[src/design/ccre_pkg.sv]
// ccre_pkg: shared types and constants of the can command/response engine
// used by the top level, front and back modules, no dependencies of its own
package ccre_pkg;

  localparam int CounterWidthDefault = 32;
  localparam int NumStats = 7;
  localparam logic [15:0] DefaultTimeoutReset = 16'd100;
  localparam logic [3:0] MaxPayload = 4'd6;
  localparam logic [3:0] RxDlcMin = 4'd3;
  localparam logic [3:0] RxDlcMax = 4'd8;
  localparam logic [7:0] FrameBitsBase = 8'd47;
  localparam logic [7:0] SameAsCommand = 8'hFF;
  localparam logic [15:0] ElapsedMax = 16'hFFFF;

  localparam logic [2:0] ST_TX_OK = 3'd0;
  localparam logic [2:0] ST_TX_BITS = 3'd1;
  localparam logic [2:0] ST_RX_BITS = 3'd2;
  localparam logic [2:0] ST_FILTERED = 3'd3;
  localparam logic [2:0] ST_TIMEOUT = 3'd4;
  localparam logic [2:0] ST_CRC_ERROR = 3'd5;
  localparam logic [2:0] ST_RX_OK = 3'd6;

  typedef enum logic [1:0] {
    OP_SEND,
    OP_RX,
    OP_TICK,
    OP_STAT
  } op_t;

  typedef enum logic [2:0] {
    K_SENT,
    K_WAIT,
    K_REPLY,
    K_TIMEOUT,
    K_CRCERR,
    K_LARGE,
    K_BUSY,
    K_STAT
  } kind_t;

  // classified item between front and back
  typedef struct packed {
    op_t         op;
    logic [10:0] can_id;
    logic [7:0]  wanted;
    logic        want;
    logic [15:0] timeout;
    logic [2:0]  stat_select;
    logic        too_large;
    logic [3:0]  dlc;
    logic [63:0] frame;
    logic [7:0]  bits;
    logic        rx_len_ok;
    logic        rx_crc_ok;
    logic [7:0]  rx_cmd;
    logic [2:0]  payload_length;
  } item_t;

  typedef struct packed {
    kind_t       kind;
    logic [10:0] frame_id;
    logic [3:0]  frame_dlc;
    logic [63:0] frame_data;
    logic [2:0]  payload_length;
    logic [31:0] stat_value;
  } result_t;

endpackage

[src/design/can_command_response_engine.sv]
// can_command_response_engine: top level, front classifier, item queue,
// back executor and result queue; depends on ccre_pkg, ccre_fifo, ccre_front, ccre_back
//
// One beat is taken per clock and one result per clock leaves in steady state,
// as long as pop keeps the result queue from filling. A beat accepted by push
// sits in the two-entry item queue, is carried out by the back part when the
// two-entry result queue has room, and its result is registered in that queue
// and shows on the result ports from there. Frames and ticks while idle, ticks
// that do not expire and filtered frames give no result. full rises only when
// the result side has stalled long enough to fill both queues.
module can_command_response_engine #(
  parameter int COUNTER_WIDTH = ccre_pkg::CounterWidthDefault
) (
  input  logic        clk,
  input  logic        rst,
  input  logic        cfg_write,
  input  logic [15:0] cfg_data,
  input  logic        push,
  output logic        full,
  input  logic [1:0]  operation,
  input  logic [10:0] can_id,
  input  logic [7:0]  command,
  input  logic [3:0]  length,
  input  logic [63:0] data,
  input  logic [7:0]  expected_cmd,
  input  logic        reply_needed,
  input  logic [15:0] timeout,
  input  logic [2:0]  stat_select,
  output logic        empty,
  input  logic        pop,
  output logic [2:0]  kind,
  output logic [10:0] frame_id,
  output logic [3:0]  frame_dlc,
  output logic [63:0] frame_data,
  output logic [2:0]  payload_length,
  output logic [31:0] stat_value
);
  import ccre_pkg::*;

  item_t   front_item;
  item_t   back_item;
  logic    mid_empty;
  logic    out_full;
  logic    back_go;
  logic    res_valid;
  logic    res_push;
  result_t back_res;
  result_t out_res;

  ccre_front u_front (
    .operation       (operation),
    .can_id          (can_id),
    .command         (command),
    .length          (length),
    .data            (data),
    .expected_cmd    (expected_cmd),
    .reply_needed    (reply_needed),
    .timeout         (timeout),
    .stat_select     (stat_select),
    .item            (front_item)
  );

  ccre_fifo #(.T(item_t)) u_item_q (
    .clk      (clk),
    .rst      (rst),
    .push     (push),
    .data_in  (front_item),
    .full     (full),
    .pop      (back_go),
    .data_out (back_item),
    .empty    (mid_empty)
  );

  assign back_go = !mid_empty && !out_full;
  assign res_push = back_go && res_valid;

  ccre_back #(.COUNTER_WIDTH(COUNTER_WIDTH)) u_back (
    .clk       (clk),
    .rst       (rst),
    .cfg_write (cfg_write),
    .cfg_data  (cfg_data),
    .go        (back_go),
    .item      (back_item),
    .res_valid (res_valid),
    .res       (back_res)
  );

  ccre_fifo #(.T(result_t)) u_result_q (
    .clk      (clk),
    .rst      (rst),
    .push     (res_push),
    .data_in  (back_res),
    .full     (out_full),
    .pop      (pop),
    .data_out (out_res),
    .empty    (empty)
  );

  assign kind = out_res.kind;
  assign frame_id = out_res.frame_id;
  assign frame_dlc = out_res.frame_dlc;
  assign frame_data = out_res.frame_data;
  assign payload_length = out_res.payload_length;
  assign stat_value = out_res.stat_value;

  // sends and statistic reads always produce a result beat
  a_send_stat_result: assert property (@(posedge clk) disable iff (rst)
    (back_go && (back_item.op == OP_SEND || back_item.op == OP_STAT)) |-> res_push)
    else $error("send or statistic beat produced no result");

  // the back part never pushes into a full result queue
  a_no_result_overflow: assert property (@(posedge clk) disable iff (rst)
    res_valid && !mid_empty |-> (res_push || out_full) && !(res_push && out_full))
    else $error("result pushed into full queue");

  // both queues come out of reset drained
  a_reset_drained: assert property (@(posedge clk)
    rst |=> (!full && empty))
    else $error("queues not drained after reset");

endmodule

[src/design/ccre_fifo.sv]
// ccre_fifo: two-entry queue of any packed type
// used between front and back and on the result side, no package needed
module ccre_fifo #(
  parameter type T = logic
) (
  input  logic clk,
  input  logic rst,
  input  logic push,
  input  T     data_in,
  output logic full,
  input  logic pop,
  output T     data_out,
  output logic empty
);

  T           mem [2];
  logic       wr_ptr;
  logic       rd_ptr;
  logic [1:0] count;
  logic       push_ok;
  logic       pop_ok;

  assign full = (count == 2'd2);
  assign empty = (count == 2'd0);
  assign push_ok = push && !full;
  assign pop_ok = pop && !empty;
  assign data_out = mem[rd_ptr];

  always_ff @(posedge clk) begin
    if (push_ok) begin
      mem[wr_ptr] <= data_in;
    end
  end

  always_ff @(posedge clk) begin
    if (rst) begin
      wr_ptr <= 1'b0;
      rd_ptr <= 1'b0;
      count <= 2'd0;
    end else begin
      if (push_ok) begin
        wr_ptr <= ~wr_ptr;
      end
      if (pop_ok) begin
        rd_ptr <= ~rd_ptr;
      end
      count <= count + {1'b0, push_ok} - {1'b0, pop_ok};
    end
  end

endmodule

[src/design/ccre_front.sv]
// ccre_front: classifies an input beat, builds the tx frame and checks rx frames
// depends on ccre_pkg
module ccre_front (
  input  logic [1:0]           operation,
  input  logic [10:0]          can_id,
  input  logic [7:0]           command,
  input  logic [3:0]           length,
  input  logic [63:0]          data,
  input  logic [7:0]           expected_cmd,
  input  logic                 reply_needed,
  input  logic [15:0]          timeout,
  input  logic [2:0]           stat_select,
  output ccre_pkg::item_t      item
);
  import ccre_pkg::*;

  logic [7:0]  tx_sum;
  logic [7:0]  rx_sum;
  logic [63:0] tx_frame;
  logic [63:0] rx_payload;
  logic [3:0]  tx_dlc;
  logic [2:0]  len_m1;
  logic        len_ok;
  op_t         op;

  assign op = op_t'(operation);
  assign tx_dlc = length + 4'd2;
  assign len_m1 = 3'(length - 4'd1);
  assign len_ok = (length >= RxDlcMin) && (length <= RxDlcMax);

  // tx frame: command, payload, checksum
  always_comb begin
    tx_sum = can_id[7:0] + command;
    for (int k = 0; k < 6; k++) begin
      if (k < int'(length)) begin
        tx_sum = tx_sum + data[8*k +: 8];
      end
    end
    tx_frame = 64'd0;
    tx_frame[7:0] = command;
    for (int k = 1; k < 8; k++) begin
      if (k <= int'(length)) begin
        tx_frame[8*k +: 8] = data[8*k-8 +: 8];
      end else if (k == int'(length) + 1) begin
        tx_frame[8*k +: 8] = tx_sum;
      end
    end
  end

  // rx frame: checksum over all but the last byte, payload moved down
  always_comb begin
    rx_sum = can_id[7:0];
    for (int k = 0; k < 8; k++) begin
      if (k + 1 < int'(length)) begin
        rx_sum = rx_sum + data[8*k +: 8];
      end
    end
    rx_payload = 64'd0;
    for (int k = 0; k < 7; k++) begin
      if (k + 2 < int'(length)) begin
        rx_payload[8*k +: 8] = data[8*k+8 +: 8];
      end
    end
  end

  always_comb begin
    item.op = op;
    item.can_id = can_id;
    item.wanted = (expected_cmd == SameAsCommand) ? command : expected_cmd;
    item.want = reply_needed;
    item.timeout = timeout;
    item.stat_select = stat_select;
    item.too_large = (length > MaxPayload);
    item.dlc = tx_dlc;
    item.rx_len_ok = len_ok;
    item.rx_crc_ok = (rx_sum == data[8*len_m1 +: 8]);
    item.rx_cmd = data[7:0];
    if (op == OP_SEND) begin
      item.frame = tx_frame;
      item.bits = FrameBitsBase + 8'({tx_dlc, 3'b000});
      item.payload_length = 3'd0;
    end else begin
      item.frame = rx_payload;
      item.bits = FrameBitsBase + 8'({length, 3'b000});
      item.payload_length = len_ok ? 3'(length - 4'd2) : 3'd0;
    end
  end

endmodule

[src/design/ccre_back.sv]
// ccre_back: wait state, timeout, reply matching and statistic counters
// depends on ccre_pkg
module ccre_back #(
  parameter int COUNTER_WIDTH = ccre_pkg::CounterWidthDefault
) (
  input  logic                 clk,
  input  logic                 rst,
  input  logic                 cfg_write,
  input  logic [15:0]          cfg_data,
  input  logic                 go,
  input  ccre_pkg::item_t      item,
  output logic                 res_valid,
  output ccre_pkg::result_t    res
);
  import ccre_pkg::*;

  logic [15:0]              default_timeout;
  logic                     waiting;
  logic [10:0]              target_id;
  logic [7:0]               wanted_reply;
  logic [15:0]              wait_limit;
  logic [15:0]              elapsed_ms;
  logic [COUNTER_WIDTH-1:0] counters [NumStats];

  logic                     waiting_next;
  logic [15:0]              elapsed_next;
  logic                     load_wait;
  logic [7:0]               bump [NumStats];
  logic [15:0]              elapsed_inc;
  logic                     expired;

  assign elapsed_inc = (elapsed_ms != ElapsedMax) ? elapsed_ms + 16'd1 : elapsed_ms;
  assign expired = (elapsed_ms >= wait_limit);

  always_comb begin
    waiting_next = waiting;
    elapsed_next = elapsed_ms;
    load_wait = 1'b0;
    res_valid = 1'b0;
    res = '0;
    for (int i = 0; i < NumStats; i++) begin
      bump[i] = 8'd0;
    end
    unique case (item.op)
      OP_SEND: begin
        res_valid = 1'b1;
        if (waiting) begin
          res.kind = K_BUSY;
        end else if (item.too_large) begin
          res.kind = K_LARGE;
        end else begin
          bump[ST_TX_OK] = 8'd1;
          bump[ST_TX_BITS] = item.bits;
          res.frame_id = item.can_id;
          res.frame_dlc = item.dlc;
          res.frame_data = item.frame;
          if (!item.want || item.can_id == 11'd0) begin
            res.kind = K_SENT;
          end else begin
            res.kind = K_WAIT;
            waiting_next = 1'b1;
            load_wait = 1'b1;
            elapsed_next = 16'd0;
          end
        end
      end
      OP_RX: begin
        if (waiting) begin
          if (expired) begin
            waiting_next = 1'b0;
            bump[ST_TIMEOUT] = 8'd1;
            res_valid = 1'b1;
            res.kind = K_TIMEOUT;
          end else begin
            bump[ST_RX_BITS] = item.bits;
            if (item.can_id != target_id || !item.rx_len_ok
                || item.rx_cmd != wanted_reply) begin
              bump[ST_FILTERED] = 8'd1;
            end else begin
              waiting_next = 1'b0;
              res_valid = 1'b1;
              if (item.rx_crc_ok) begin
                bump[ST_RX_OK] = 8'd1;
                res.kind = K_REPLY;
                res.frame_data = item.frame;
                res.payload_length = item.payload_length;
              end else begin
                bump[ST_CRC_ERROR] = 8'd1;
                res.kind = K_CRCERR;
              end
            end
          end
        end
      end
      OP_TICK: begin
        if (waiting) begin
          elapsed_next = elapsed_inc;
          if (elapsed_inc >= wait_limit) begin
            waiting_next = 1'b0;
            bump[ST_TIMEOUT] = 8'd1;
            res_valid = 1'b1;
            res.kind = K_TIMEOUT;
          end
        end
      end
      OP_STAT: begin
        res_valid = 1'b1;
        res.kind = K_STAT;
        if (item.stat_select < 3'(NumStats)) begin
          res.stat_value = 32'(counters[item.stat_select]);
        end
      end
      default: begin
        res_valid = 1'b0;
      end
    endcase
  end

  always_ff @(posedge clk) begin
    if (rst) begin
      default_timeout <= DefaultTimeoutReset;
      waiting <= 1'b0;
      target_id <= 11'd0;
      wanted_reply <= 8'd0;
      wait_limit <= 16'd0;
      elapsed_ms <= 16'd0;
      for (int i = 0; i < NumStats; i++) begin
        counters[i] <= '0;
      end
    end else begin
      if (cfg_write) begin
        default_timeout <= cfg_data;
      end
      if (go) begin
        waiting <= waiting_next;
        elapsed_ms <= elapsed_next;
        if (load_wait) begin
          target_id <= item.can_id;
          wanted_reply <= item.wanted;
          wait_limit <= (item.timeout == 16'd0) ? default_timeout : item.timeout;
        end
        for (int i = 0; i < NumStats; i++) begin
          counters[i] <= counters[i] + COUNTER_WIDTH'(bump[i]);
        end
      end
    end
  end

endmodule
[config.mk]
export PLATFORM = sky130hd
export DESIGN_NAME = can_command_response_engine
export DESIGN_NICKNAME = d
export VERILOG_FILES = /design/src/design/ccre_pkg.sv /design/src/design/can_command_response_engine.sv /design/src/design/ccre_fifo.sv /design/src/design/ccre_front.sv /design/src/design/ccre_back.sv
export SDC_FILE = /design/constraint.sdc
export NUM_CORES = 2
export LEC_CHECK = 0
export BUFFER_PORTS_ARGS = -buffer_cell sky130_fd_sc_hd__buf_2
export CORE_ASPECT_RATIO = 1.5
export CORE_MARGIN = 5
export CORE_UTILIZATION = 62
export CTS_CLUSTER_DIAMETER = 200
export DETAILED_ROUTE_END_ITERATION = 10
export PLACE_DENSITY = 0.86
export SLEW_MARGIN = 20
export SYNTH_ARGS = -nofsm -noshare
export SYNTH_HDL_FRONTEND = slang
export SYNTH_SLANG_ARGS = --single-unit
[constraint.sdc]
create_clock -name clk -period 11.95 [get_ports clk]
set_clock_uncertainty 0.05 [all_clocks]
set_input_delay 1.7925 -clock clk [delete_from_list [all_inputs] [get_ports clk]]
set_output_delay 1.7925 -clock clk [all_outputs]
set_load 0.005 [all_outputs]
==> out/metrics.csv <==
stage,metric,value,unit
critical_path,crit_path_top_delay_cell,fa_1,
clock_tree,path_clk_slew,0.06,ns
power,ir_drop,0.288,mV
power,power.combinational.fraction,42.3,%
critical_path,r2r_slack,5.55,ns
floorplanning,ioPinCount,257,
timing,setup_tns,0,ns
hold_path,worstHoldStart,u_back.default_timeout[8],
floorplanning,num_rows,120,
clock_tree,cts_setup_buffers,0,
detailed_routing,ant_nets,0,
layout,areaGrowthSynthToFinish,11.0,%
layout,layout_commonest_cell,edfxtp_1,
global_routing,grtUsageTotal,31.4,%
critical_path,cpMostUsedCell,ha_1,
global_routing,grt_first_pass_wirelength,189,mm
global_routing,grt_start_max_net_pins,157,
global_routing,grt-ovfl-total,0,
synth,netlist-cell-type-count,87,
synth,syn_area,44300,µm²
global_routing,grt_pass1_vias,33500,
layout,layout_common_cells,"edfxtp_1, nor2_1, nand2_1",
global_routing,antenna_found_initial,6,
critical_path,critPathRequiredTime,12.29,ns
status,status,finished clean,
timing,slew_headroom,26.6,%
power,internal-power,7.33,mW
critical_path,crit_start,can_id[0],
clock_tree,cts_resized,0,
synth,syn_inst,4077,
detailed_routing,drc,0,
power,switching_share,38.8,%
timing,setup_viol,0,
timing,fin_crit,10.94,ns
layout,final_cells,5259,
detailed_routing,drtIter0Drc,3761,
synth,ys_seq_elements,792,
layout,nFillCells,5054,
critical_path,cp.arrival,11.28,ns
layout,nets,4620,
detailed_routing,dr.pass1.iters,9,
timing,fmax,91.4,MHz
clock_tree,clock_path_buffers,3,
place,placed_cells,5113,
floorplanning,die-width,228,µm
power,design_power_total,12.0,mW
synth,ys_seq_area_share,52.0,%
power,p_per_area,244,nW/µm²
clock_tree,htreeDepth,3,
place,place_congestion,1.09,
critical_path,worstSetupStartpointType,primary input,
critical_path,crit_fanout,6,
clock_tree,clock_sinks,792,
detailed_routing,wl_per_cell,23.9,µm
timing,rsz0062_at_grt,no,
detailed_routing,num_vias,33700,
flow_run,max-cap-violations,0,
critical_path,worstSetupPathType,primary input to flip-flop,
critical_path,r2r-start,u_back.elapsed_ms[3],
layout,final_layout_size_suffix_gt1_share,14.4,%
synth,syn_nets,4421,
power,p_leak,18.0,nW
synth,avgSynthCellArea,10.9,µm²
critical_path,cpPeakStageDelay,0.49,ns
clock_tree,cts-buffers-inserted,76,
floorplanning,die-area,77000,µm²
critical_path,end_kind,flip-flop,
floorplanning,initial_utilization,62.2,%
critical_path,rr_worst_depth,23,
timing,drv_slew,0,
floorplanning,coreArea,71200,µm²
timing,hold_viol,0,
power,p_switching,4.65,mW
critical_path,r2r-end,u_back.counters[4][30],
critical_path,cp-endpoint,u_item_q.mem[1][11],
detailed_routing,wirelength,126,mm
place,port_buffers,256,
synth,async_flop_share,0,%
clock_tree,clk-insertion-delay-late,0.65,ns
clock_tree,cts-root-buf,clkbuf_16,
floorplanning,dieHeight,337,µm
power,p_seq_share,36.5,%
clock_tree,ctsHoldBuffers,0,
synth,synth_ff_type,edfxtp_1,
timing,min_period_over_period,91.6,%
synth,synth-edff-count,714,
clock_tree,cts_tree,yes,
hold_path,hold_path.class,flip-flop to flip-flop,
power,clkPwrFrac,21.1,%
timing,worstMarginPinSlew,1.09,ns
place,place_hpwl,88.8,mm
synth,yosysWarnings,0,
detailed_routing,viasPerCell,6.41,
hold_path,hold_depth,2,
-- power groups by stage --
stage / logic, mW / clock network (mW) / registers (mW)
after CTS: 5.00 / 2.55 / 4.37
after floorplan: 3.58 / 0 / 4.32
final: 5.07 / 2.53 / 4.38
after detailed placement: 4.97 / 0 / 4.41
after global placement: 4.86 / 0 / 4.36
after global routing: 5.51 / 2.67 / 4.44
-- metal layers --
metal | track usage [%] | vias up | routed length, µm | part of all wire, %
met5 | 0 | - | 14 | 0.011
met3 | 6.21 | 527 | 10900 | 8.6
met4 | 20.4 | 2 | 9780 | 7.8
li1 | - | 15400 | - | -
met2 | 55.9 | 1709 | 62800 | 50
met1 | 34.4 | 16100 | 42300 | 34
-- flip-flops by register name (all words and copies together), names as in the netlist, 2 cells and up, named ones only --
| signal | cells |
|---|---|
| u_back.wanted_reply | 8 |
| u_result_q.count | 2 |
| u_back.default_timeout | 16 |
| u_back.target_id | 11 |
| u_result_q.mem | 234 |
| u_back.counters | 224 |
| u_back.wait_limit | 16 |
| u_item_q.count | 2 |
| u_back.elapsed_ms | 16 |
| u_item_q.mem | 256 |
-- critical path, delay by kind of cell --
family,cells,cell delay [ns]
xor gates and xnor gates,5,0.94
and+or+nand+nor,11,1.47
adders and majority gates,9,2.93
buffers and inverters,2,0.22
AOI/OAI and AO/OA,14,3.92
-- metrics by stage --
stage          worst slack (ns)  util (%)  hold slack (ns)  instance area, µm²
2_1_floorplan              1.50         -            0.404               44300
3_3_place_gp              0.588      65.3            0.413               46500
3_5_place_dp              0.471      65.3            0.417               46500
4_1_cts                    1.12      69.0            0.432               49100
5_1_grt                   0.338      69.0            0.445               49100
6_report                   1.01      69.1            0.433               49100
-- area by class of cell --
class	count	area [µm²]	share of cell area (%)
flip-flops and latches	792	23000	46.8
multi-input cells	2979	20200	41.1
clock buffers	90	2010	4.08
repair buffers	307	1680	3.42
well taps	915	1140	2.33
clock inverters	50	632	1.29
inverters	120	450	0.917
diodes	6	15.0	0.0306
-- cell usage after synthesis, types with 6 or more instances --
master      n  area [µm²]
and4_1     13         114
a21boi_0    7        52.6
clkbuf_1  139         522
xnor2_1   159        1390
o21ai_0   148         741
a31oi_1    43         269
nor2_1    510        1910
or3_1      57         357
o211ai_1   26         195
or2_2      11        68.8
nand4_1    44         275
nor3_1     47         235
mux4_2     16         360
fa_1       17         340
inv_1     117         439
o31ai_1     8        60.1
buf_4       6        45.0
nand2_1   422        1580
mux2i_1   160        1600
o22ai_1     9        56.3
a21o_1     34         255
a22oi_1    60         450
nor3b_1     7        52.6
xor2_1    136        1190
edfxtp_1  714       21400
a311oi_1   57         499
ha_1      189        2360
mux2_2    131        1480
o21a_1     18         135
and3_1     61         382
a21oi_1   150         751
nor4_1     26         163
dfxtp_1    78        1560
o21ai_1    20         100
nand3_1   183         916
buf_2      19        95.1
o21bai_1   16         120
and2_1     27         169
buf_1      18        67.6
nand2b_1   22         138
nor2b_1    29         181
a211oi_1   28         210
-- worst min-delay path by stage --
stage	end	slack, ns
2_1_floorplan	u_back.wait_limit[2]	0.40
3_3_place_gp	u_back.wait_limit[2]	0.41
3_5_place_dp	u_back.wait_limit[6]	0.42
4_1_cts	u_back.wait_limit[6]	0.43
5_1_grt	u_back.wait_limit[6]	0.45
6_report	u_back.wait_limit[8]	0.43
-- cell families (layout without fill, tap and decap cells) --
logic type	count (synthesis)	count (layout)	synth area share [%]
xor gates and xnor gates	299	299	6.02
muxes	312	312	7.93
buffers and inverters	306	567	2.74
adders and majority gates	206	206	6.11
AOI/OAI and AO/OA	684	684	10.1
and+or+nand+nor	1478	1478	15.1
other	0	6	0
DFF	792	792	52.0
Power figures use the tool's default switching activity.
